File: src/qkr_pkg.sv
package qkr_pkg;

    localparam int DEF_QUEUE_DEPTH = 16;
    localparam int DEF_ID_BITS     = 16;

    localparam int ACTION_W      = 2;
    localparam int VEHICLE_ID_W  = 16;
    localparam int STATUS_W      = 2;
    localparam int ENTRY_COUNT_W = 5;

    typedef logic [ACTION_W-1:0] t_action;
    typedef logic [STATUS_W-1:0] t_status;

    localparam t_action ACT_QUERY  = 2'd0;
    localparam t_action ACT_PUSH   = 2'd1;
    localparam t_action ACT_POP    = 2'd2;
    localparam t_action ACT_REMOVE = 2'd3;

    localparam t_status STAT_OK      = 2'd0;
    localparam t_status STAT_FULL    = 2'd1;
    localparam t_status STAT_EMPTY   = 2'd2;
    localparam t_status STAT_NOMATCH = 2'd3;

    localparam int IN_TDATA_W = 16;
    localparam int IN_TUSER_W = 8;

    // result beat layout, lowest bit first
    localparam int POPPED_ID_LSB   = 0;
    localparam int POPPED_VLD_BIT  = POPPED_ID_LSB + VEHICLE_ID_W;
    localparam int STATUS_LSB      = POPPED_VLD_BIT + 1;
    localparam int HEAD_ID_LSB     = STATUS_LSB + STATUS_W;
    localparam int HEAD_VLD_BIT    = HEAD_ID_LSB + VEHICLE_ID_W;
    localparam int IS_FIRST_BIT    = HEAD_VLD_BIT + 1;
    localparam int ENTRY_COUNT_LSB = IS_FIRST_BIT + 1;
    localparam int OUT_USED_W      = ENTRY_COUNT_LSB + ENTRY_COUNT_W;
    localparam int OUT_TDATA_W     = ((OUT_USED_W + 7) / 8) * 8;

endpackage

File: src/queue_with_keyed_removal.sv
// Channel  | Dir | Beat contents
// s_axis   | in  | tdata: vehicle_id[15:0]; tuser: action[1:0], zero above
// m_axis   | out | tdata: popped_id, popped_valid, status, head_id, head_valid,
//          |     |        is_first, entry_count (lowest first), zero above
//
// Entries live in a circular buffer in one memory with a registered read.
// A query or push passes through a head read and a finish state, and a pop
// reads the popped entry first; the result is registered in the finish state,
// which waits while the output register is full and not taken. A remove walks
// the store through the single read port, search then shift toward the head.
// Reset is synchronous and empties the queue; the memory is not cleared.
// One beat is in work at a time; a finished result waits in the output
// register while the next beat is taken.
module queue_with_keyed_removal #(
    parameter int QUEUE_DEPTH = qkr_pkg::DEF_QUEUE_DEPTH,
    parameter int ID_BITS     = qkr_pkg::DEF_ID_BITS
) (
    input  logic                             i_clk,
    input  logic                             i_rst_n,
    input  logic                             s_axis_tvalid,
    output logic                             s_axis_tready,
    input  logic [qkr_pkg::IN_TDATA_W-1:0]   s_axis_tdata,  // vehicle_id
    input  logic [qkr_pkg::IN_TUSER_W-1:0]   s_axis_tuser,  // action, zero pad
    output logic                             m_axis_tvalid,
    input  logic                             m_axis_tready,
    // popped_id, popped_valid, status, head_id, head_valid, is_first,
    // entry_count, zero pad
    output logic [qkr_pkg::OUT_TDATA_W-1:0]  m_axis_tdata
);
    import qkr_pkg::*;

    localparam int PTR_W = $clog2(QUEUE_DEPTH);
    localparam int CNT_W = $clog2(QUEUE_DEPTH + 1);
    localparam int SUM_W = CNT_W + 1;

    localparam logic [2:0] ST_IDLE    = 3'd0;
    localparam logic [2:0] ST_POP     = 3'd1;
    localparam logic [2:0] ST_SRCH    = 3'd2;
    localparam logic [2:0] ST_SHIFT   = 3'd3;
    localparam logic [2:0] ST_HEAD_RD = 3'd4;
    localparam logic [2:0] ST_FIN     = 3'd5;

    logic [ID_BITS-1:0]     r_mem [QUEUE_DEPTH];
    logic [ID_BITS-1:0]     r_rdata;

    logic [2:0]             r_state, n_state;
    logic [PTR_W-1:0]       r_head, n_head;
    logic [CNT_W-1:0]       r_count, n_count;
    logic [CNT_W-1:0]       r_src, n_src;
    logic [CNT_W-1:0]       r_prev, n_prev;
    logic                   r_pend, n_pend;
    logic [ID_BITS-1:0]     r_key, n_key;
    logic [ID_BITS-1:0]     r_popped, n_popped;
    logic                   r_pvalid, n_pvalid;
    t_status                r_status, n_status;
    logic                   r_out_valid, n_out_valid;
    logic [OUT_TDATA_W-1:0] r_out_data, n_out_data;

    logic                   mem_we;
    logic [PTR_W-1:0]       mem_waddr;
    logic [ID_BITS-1:0]     mem_wdata;
    logic                   mem_re;
    logic [PTR_W-1:0]       mem_raddr;

    logic [ID_BITS-1:0]     key_in;
    t_action                action_in;
    logic                   head_nz;
    logic [ID_BITS-1:0]     head_val;

    // physical slot of the entry at a given distance from the head
    function automatic logic [PTR_W-1:0] f_addr(input logic [PTR_W-1:0] base,
                                                input logic [CNT_W-1:0] off);
        logic [SUM_W-1:0] sum;
        sum = SUM_W'(base) + SUM_W'(off);
        if (sum >= SUM_W'(QUEUE_DEPTH)) begin
            sum = sum - SUM_W'(QUEUE_DEPTH);
        end
        return PTR_W'(sum);
    endfunction

    assign key_in    = ID_BITS'(s_axis_tdata);
    assign action_in = s_axis_tuser[ACTION_W-1:0];
    assign head_nz   = (r_count != '0);
    assign head_val  = head_nz ? r_rdata : '0;

    assign s_axis_tready = (r_state == ST_IDLE);
    assign m_axis_tvalid = r_out_valid;
    assign m_axis_tdata  = r_out_data;

    always_comb begin
        n_state     = r_state;
        n_head      = r_head;
        n_count     = r_count;
        n_src       = r_src;
        n_prev      = r_prev;
        n_pend      = r_pend;
        n_key       = r_key;
        n_popped    = r_popped;
        n_pvalid    = r_pvalid;
        n_status    = r_status;
        n_out_valid = r_out_valid && !m_axis_tready;
        n_out_data  = r_out_data;
        mem_we      = 1'b0;
        mem_waddr   = f_addr(r_head, r_count);
        mem_wdata   = key_in;
        mem_re      = 1'b0;
        mem_raddr   = r_head;

        unique case (r_state)
            ST_IDLE: begin
                if (s_axis_tvalid) begin
                    n_key    = key_in;
                    n_status = STAT_OK;
                    n_pvalid = 1'b0;
                    n_popped = '0;
                    n_state  = ST_HEAD_RD;
                    unique case (action_in)
                        ACT_QUERY: begin
                            n_state = ST_HEAD_RD;
                        end
                        ACT_PUSH: begin
                            if (r_count == CNT_W'(QUEUE_DEPTH)) begin
                                n_status = STAT_FULL;
                            end else begin
                                mem_we  = 1'b1;
                                n_count = r_count + CNT_W'(1);
                            end
                        end
                        ACT_POP: begin
                            if (!head_nz) begin
                                n_status = STAT_EMPTY;
                            end else begin
                                mem_re  = 1'b1;
                                n_state = ST_POP;
                            end
                        end
                        ACT_REMOVE: begin
                            if (!head_nz) begin
                                n_status = STAT_NOMATCH;
                            end else begin
                                n_src   = '0;
                                n_pend  = 1'b0;
                                n_state = ST_SRCH;
                            end
                        end
                    endcase
                end
            end
            ST_POP: begin
                n_popped = r_rdata;
                n_pvalid = 1'b1;
                n_head   = f_addr(r_head, CNT_W'(1));
                n_count  = r_count - CNT_W'(1);
                n_state  = ST_HEAD_RD;
            end
            ST_SRCH: begin
                // read of r_src overlaps the compare of r_prev
                if (r_pend && (r_rdata == r_key)) begin
                    n_src   = r_prev + CNT_W'(1);
                    n_pend  = 1'b0;
                    n_state = ST_SHIFT;
                end else if (r_src < r_count) begin
                    mem_re    = 1'b1;
                    mem_raddr = f_addr(r_head, r_src);
                    n_prev    = r_src;
                    n_src     = r_src + CNT_W'(1);
                    n_pend    = 1'b1;
                end else begin
                    n_status = STAT_NOMATCH;
                    n_pend   = 1'b0;
                    n_state  = ST_HEAD_RD;
                end
            end
            ST_SHIFT: begin
                // write lands one slot behind the read, never the same slot
                if (r_pend) begin
                    mem_we    = 1'b1;
                    mem_waddr = f_addr(r_head, r_prev - CNT_W'(1));
                    mem_wdata = r_rdata;
                end
                if (r_src < r_count) begin
                    mem_re    = 1'b1;
                    mem_raddr = f_addr(r_head, r_src);
                    n_prev    = r_src;
                    n_src     = r_src + CNT_W'(1);
                    n_pend    = 1'b1;
                end else begin
                    n_pend  = 1'b0;
                    n_count = r_count - CNT_W'(1);
                    n_state = ST_HEAD_RD;
                end
            end
            ST_HEAD_RD: begin
                mem_re  = head_nz;
                n_state = ST_FIN;
            end
            ST_FIN: begin
                if (!r_out_valid || m_axis_tready) begin
                    n_out_valid = 1'b1;
                    n_out_data  = '0;
                    n_out_data[POPPED_ID_LSB +: VEHICLE_ID_W] = VEHICLE_ID_W'(r_popped);
                    n_out_data[POPPED_VLD_BIT]                = r_pvalid;
                    n_out_data[STATUS_LSB +: STATUS_W]        = r_status;
                    n_out_data[HEAD_ID_LSB +: VEHICLE_ID_W]   = VEHICLE_ID_W'(head_val);
                    n_out_data[HEAD_VLD_BIT]                  = head_nz;
                    n_out_data[IS_FIRST_BIT]                  = head_nz && (r_rdata == r_key);
                    n_out_data[ENTRY_COUNT_LSB +: ENTRY_COUNT_W] = ENTRY_COUNT_W'(r_count);
                    n_state = ST_IDLE;
                end
            end
            default: begin
                n_state = ST_IDLE;
            end
        endcase
    end

    always_ff @(posedge i_clk) begin
        if (mem_we) begin
            r_mem[mem_waddr] <= mem_wdata;
        end
        if (mem_re) begin
            r_rdata <= r_mem[mem_raddr];
        end
    end

    always_ff @(posedge i_clk) begin
        if (!i_rst_n) begin
            r_state     <= ST_IDLE;
            r_head      <= '0;
            r_count     <= '0;
            r_pend      <= 1'b0;
            r_out_valid <= 1'b0;
        end else begin
            r_state     <= n_state;
            r_head      <= n_head;
            r_count     <= n_count;
            r_pend      <= n_pend;
            r_out_valid <= n_out_valid;
        end
    end

    always_ff @(posedge i_clk) begin
        r_src      <= n_src;
        r_prev     <= n_prev;
        r_key      <= n_key;
        r_popped   <= n_popped;
        r_pvalid   <= n_pvalid;
        r_status   <= n_status;
        r_out_data <= n_out_data;
    end

endmodule

File: config.mk
export PLATFORM = sky130hd
export DESIGN_NAME = queue_with_keyed_removal
export DESIGN_NICKNAME = d
export VERILOG_FILES = /design/src/qkr_pkg.sv /design/src/queue_with_keyed_removal.sv
export SDC_FILE = /design/constraint.sdc
export NUM_CORES = 1
export LEC_CHECK = 0
export BUFFER_PORTS_ARGS = -buffer_cell sky130_fd_sc_hd__buf_2
export CORE_ASPECT_RATIO = 0.5
export CORE_MARGIN = 10
export CORE_UTILIZATION = 65
export CTS_CLUSTER_DIAMETER = 120
export DETAILED_ROUTE_END_ITERATION = 16
export GPL_TIMING_DRIVEN = 0
export PLACE_DENSITY_LB_ADDON = 0.15
export SYNTH_ARGS = -nofsm -noshare
export SYNTH_HDL_FRONTEND = slang
export SYNTH_SLANG_ARGS = --single-unit
File: constraint.sdc
create_clock -name i_clk -period 8.8 [get_ports i_clk]
set_input_delay 0.44 -clock i_clk [delete_from_list [all_inputs] [get_ports i_clk]]
set_output_delay 0.44 -clock i_clk [all_outputs]
set_load 0.05 [all_outputs]
---- Word-level counts from Yosys, hierarchy flattened ----
Memory sizes are Yosys's and may differ from the RTL's. A register that Yosys moved wholly into a read port is not among the register bits.
Cells that the tools add are included.
word-level totals
  memories kept ........................... 1
  bits in registers ....................... 101
  RAM bits ................................ 256
  bits of input ports ..................... 28
operators by class
  $add $sub $neg .......................... 13
  multiplexer cells ....................... 64
  reductions and logical operators ........ 21
  order comparisons ....................... 5
  equality and inequality tests ........... 19
memories
  name   words  width  read ports  clocked after Yosys merged registers in  wr ports  line                            RTL
  r_mem  16     16     1           1                                        1         queue_with_keyed_removal.sv:43  logic [ID_BITS-1:0] r_mem [QUEUE_DEPTH];
operators with widths
  operator                                                                 number
  5-bit two-way mux                                                        11
  16-bit two-way mux                                                       3
  4-bit two-way mux                                                        8
  16-bit one-hot mux with 2 select lines                                   1
  5-bit one-hot mux with 3 select lines                                    2
  4-bit by 5-bit adder with 6-bit output                                   3
  6-bit by 5-bit >= comparator with 1-bit output, second input constant    3
  1-bit two-way mux                                                        18
  3-bit two-way mux                                                        6
  3-bit one-hot mux with 6 select lines                                    1
  16-bit equality test                                                     1
  4-bit by 1-bit subtractor with 4-bit output, second input constant       4
  5-bit by 1-bit adder with 5-bit output, second input constant            3
  2-bit inequality test, second input constant                             6
  2-bit two-way mux                                                        5
  5-bit one-hot mux with 2 select lines                                    1
  2-bit AND reduction                                                      5
  5-bit by 1-bit subtractor with 5-bit output, second input constant       2
  4-bit one-hot mux with 2 select lines                                    1
  4-bit AND reduction                                                      2
  3-bit by 2-bit equality test with 1-bit output, second input constant    2
  3-bit equality test, second input constant                               2
  2-bit by 1-bit inequality test with 1-bit output, second input constant  3
  2-bit one-hot mux with 3 select lines                                    1
  other kinds (20)                                                         28

---- Longest topological paths before layout ----
  depth after elaboration ................. 7
  gate-level depth with buffers ........... 13
  gate-level depth less buffers ........... 10

---- Worst setup path before layout ----
No wires, ideal clock.
  path kind ............................... register -> register
  start ................................... reg r_state[2]
  end ..................................... mem r_mem[11][0] (netlist bit) (enable)
  arrival ................................. 3.458 ns
  setup time .............................. 0.388 ns
  required time ........................... 8.412 ns
  stages on the path, launching flop included .. 9
  setup slack ............................. 4.954 ns
  cell sequence ........................... dfxtp_1 > buf_2 > nor3_1 > nand2_1 > inv_1 > nand2_1 > nand2_1 > o21ai_0 > nor2_1
on the way
  cells in the longest elaborated chain, start to end .. 4
  elaborated cells on any way between the ends .. 6
  classes of those cells .................. eq/ne: 1; mux: 4; reduce/logical: 1
RTL lines
  element                                  line                             RTL
  start: declaration                       queue_with_keyed_removal.sv:46   logic [2:0] r_state, n_state;
  start signal: assignment                 queue_with_keyed_removal.sv:234  r_state <= n_state;
  3-bit zero test                          n/a
  named net s_axis_tready                  queue_with_keyed_removal.sv:21   output logic s_axis_tready,
  1-bit one-hot mux with 2 select lines    queue_with_keyed_removal.sv:109  unique case (r_state)
  1-bit two-way mux                        queue_with_keyed_removal.sv:218  if (mem_we) begin
  1-bit two-way mux (not written as such)  queue_with_keyed_removal.sv:219  r_mem[mem_waddr] <= mem_wdata;
  end: declaration                         queue_with_keyed_removal.sv:43
The timed path passes the listed nets, and every way through them passes these cells.

---- Worst setup path in the final report ----
  start ................................... reg r_rdata[2] (read register of r_mem)
  end ..................................... reg r_rdata[5] (read register of r_mem) (data pin)
on the way
  cells in the longest elaborated chain, start to end .. 4
  elaborated cells on any way between the ends .. 6
  classes of those cells .................. eq/ne: 1; mux: 4; reduce/logical: 1
RTL lines
  element                                                                                         line                             RTL
  start: declaration                                                                              queue_with_keyed_removal.sv:44   logic [ID_BITS-1:0] r_rdata;
  16-bit equality test *                                                                          queue_with_keyed_removal.sv:158  if (r_pend && (r_rdata == r_key)) begin
  1-bit logical AND *                                                                             queue_with_keyed_removal.sv:158
  1-bit two-way mux or 4-bit two-way mux (tied branches)                                          queue_with_keyed_removal.sv:158
  1-bit one-hot mux with 4 select lines or 4-bit one-hot mux with 2 select lines (tied branches)  queue_with_keyed_removal.sv:109
Mark *: on every way between the ends. The rest lies on a longest branch, timed or not.
A chain may end at the register's enable or synchronous reset.

==> results by group <==
Status
  – Outcome: finished clean

Setup path
  – Worst Path Arrival: 4.02 ns
  – Worst-path fanout max: 14
  – FF-to-FF path depth: 10
  – Crit-path slowest cell: clkbuf_1
  – Crit Path Class: register to register
  – R2r endpoint: r_rdata[5]$_DFFE_PP_
  – Worst path cell trace: xnor2_1, nand4_1, nor4_4, a32oi_2, buf_6, o2bb2ai_2, clkbuf_1, nand3_1, nand3_1, nand3_1
  – CP most frequent cell: nand3_1
  – R2R Setup Slk: 4.98 ns
  – Worst Path Required: 9.00 ns
  – Critical R2R Launch: r_rdata[2]$_DFFE_PP_
  – CP endpoint kind: register
  – Critical path startpoint category: register
  – CP max stage delay: 0.58 ns

Timing
  – Final Hold Viols: 0
  – Final setup fails: 0
  – Slew Viols, Final: 0
  – Max frequency: 261.5 MHz
  – Setup TNS: 0 ns
  – Unrepaired setup endpoints after global routing: no
  – Slew Limit Headroom: 0.2053
  – Crit path time final: 3.824 ns
  – Fin Hold WS: 0.1122 ns
  – Clk_skew: 0.01240 ns
  – Worst slew pin tran: 1.180 ns
  – Final period utilization: 0.4345

Clock network
  – Post-CTS Resized: 0
  – CTS Buffer Depth: 3
  – CTS Sinks: 373
  – Root buffer selected by CTS: clkbuf_16
  – Clock transition at the registers of the reported paths: 0.07 ns
  – Number of buffers created by CTS: 34
  – Worst skew pair latency: 0.52 ns
  – Hold-fix buffers, CTS: 0
  – CTS tree: built
  – Post-CTS Setup Bufs: 0
  – Max H-tree Level: 2

Layout
  – Filler cell count: 1513
  – P&R area growth vs syn: 12.13%
  – Final Instance Area: 17710 sq um
  – Cell Count, Final, Fillers Out: 1532
  – Most frequent cells in the layout: edfxtp_1, nand2_1, nand3_1
  – Antenna Cells: 0
  – Most common cell after layout, fill and taps aside: edfxtp_1
  – Share of cells above drive strength 1: 0.1808
  – Fin nets: 1247

Floorplanning
  – Row cnt: 40
  – Die H: 130.2 microns
  – Floorplan core area: 23970 sq um
  – Die X-Extent: 240.5 microns
  – Starting Density: 0.6589
  – Die ar.: 31320 sq um
  – Top Ports: 78

Global routing
  – Initial antenna violation count: 0
  – GR Util All Layers: 0.2415
  – Largest net degree at the start of global routing: 39
  – Vias in the first global route: 9406
  – GRT overflow: 0
  – First-pass GRT wire length: 56300 microns

Pwr
  – Leakage: 6.486 nW
  – Power Density: 219.5 nW/um^2
  – Max IR drop VDD: 115.5 uV

Drt
  – Vias per cell: 6.206
  – Post-DR wirelength/cell: 24.40 microns
  – Starting DRT DRC Count: 1250
  – Antenna-violating nets left: 0
  – Vias: 9507
  – DRT Pass-1 Iters: 5
  – Drc violations: 0
  – Post-Route WL: 37390 microns

Place
  – HPWL Detailed: 25370 microns
  – Placement Cell Area: 16650 sq um
  – Placed insts: 1474
  – Final GP Congestion: 0.9006
  – IO buf count: 65

Yosys
  – Post-synth top area cell: edfxtp_1
  – Yosys warning count: 0
  – Synth Cell Area: 15800 sq um
  – Sequential area share after synthesis: 0.7002
  – Synth area leaders: edfxtp_1, mux2i_1, nand2_1
  – Ys flop type: edfxtp_1
  – Synthesized instance count: 1084
  – Ys async rst share: 0
  – Synth cell types: 60
  – EDFF count, synth: 359
  – Post-synth top area share: 0.6825
  – Synthesized area per cell: 14.57 sq um
  – Synth Register Bits: 373

Worst hold path
  – Hold_sp: s_axis_tdata[7]
  – Hold WC Path Type: input port to register
  – Hold Path End: r_key[7]$_DFFE_PP_
  – Worst hold path depth: 1

Job
  – Max-cap violations: 0
cell usage after synthesis (12+ instances only):
master and count:
a21oi_1 14, a221oi_2 21, and2_1 34, buf_6 12, clkbuf_1 21, dfxtp_1 14
edfxtp_1 359, ha_1 20, inv_1 15, mux2_2 17, mux2i_1 63, nand2_1 158
nand3_1 113, nor2_1 39, o21ai_1 16, xnor2_1 32
power breakdown:
part	leakage (nW)	switching (W)	internal [W]	total, W
combinational	2.60	0.000267	0.000129	0.000397
sequential	3.37	0.0000317	0.00202	0.00205
clock	0.515	0.000625	0.000815	0.00144
worst max-delay path, delay by kind of cell (launching register included):
| family | cells | cell delay (ns) |
|---|---|---|
| buffers and inverters | 2 | 0.82 |
| AO/OA/AOI/OAI | 2 | 0.76 |
| XOR/XNOR | 1 | 0.21 |
| flip-flops | 1 | 0.51 |
| AND/OR/NAND/NOR | 5 | 1.20 |
sequential cells by signal, indices dropped and copies added, names as in the netlist, 4 cells and up:
signal        cells
r_head            4
r_rdata          16
r_mem           256
r_popped         16
r_key            16
r_prev            5
m_axis_tdata     42
r_count           5
r_src             5
through the flow:
| step | total power, W | utilization | setup WS [ns] |
|---|---|---|---|
| floorplan | 0.002351 | - | 4.954 |
| global placement | 0.002463 | 0.6897 | 4.933 |
| detailed placement | 0.002478 | 0.6946 | 4.841 |
| CTS | 0.003892 | 0.7385 | 4.822 |
| global route | 0.004005 | 0.7389 | 4.799 |
| finish | 0.003889 | 0.7389 | 4.976 |
layer usage:
metal	GRT usage	vias to the layer above	wire, microns
li1	-	4269	-
met2	0.3780	502	16750
met3	0.07072	77	4001
met4	0.07101	0	1035
met1	0.3253	4659	15600
met5	0	-	0
final cells by class:
type | count | area, sq um | area share
Clock buffer | 42 | 902.1 | 0.05093
Timing Repair Buffer | 70 | 405.4 | 0.02289
Tap cell | 315 | 394.1 | 0.02225
Sequential cell | 373 | 11060 | 0.6244
Buffer | 56 | 384.1 | 0.02169
Inverter | 16 | 60.06 | 0.003391
Multi-Input combinational cell | 644 | 4358 | 0.2460
Clock inverter | 16 | 148.9 | 0.008406
cell families (layout without fill, tap and decap cells):
family | count (synthesis) | after routing | synth area share
AOI/OAI and AO/OA | 106 | 106 | 0.05822
xor gates and xnor gates | 44 | 44 | 0.02535
other | 1 | 6 | 0.0002374
DFF | 373 | 373 | 0.7002
and+or+nand+nor | 382 | 382 | 0.1126
adders and majority gates | 24 | 24 | 0.02091
muxes | 82 | 82 | 0.05434
buffers and inverters | 72 | 200 | 0.02812
worst max path at each step:
stage,start,end,slack (ns)
floorplan,r_state[2]$_SDFFE_PN0P_,r_mem[11][0]$_DFFE_PP_,4.95
detailed placement,r_state[1]$_SDFFE_PN0P_,r_mem[2][15]$_DFFE_PP_,4.84
CTS,r_state[1]$_SDFFE_PN0P_,r_mem[2][10]$_DFFE_PP_,4.82
finish,r_rdata[2]$_DFFE_PP_,r_rdata[5]$_DFFE_PP_,4.98
global route,r_state[1]$_SDFFE_PN0P_,r_mem[11][4]$_DFFE_PP_,4.80
global placement,r_state[1]$_SDFFE_PN0P_,r_mem[12][0]$_DFFE_PP_,4.93
(Power assumes the default switching activity.)
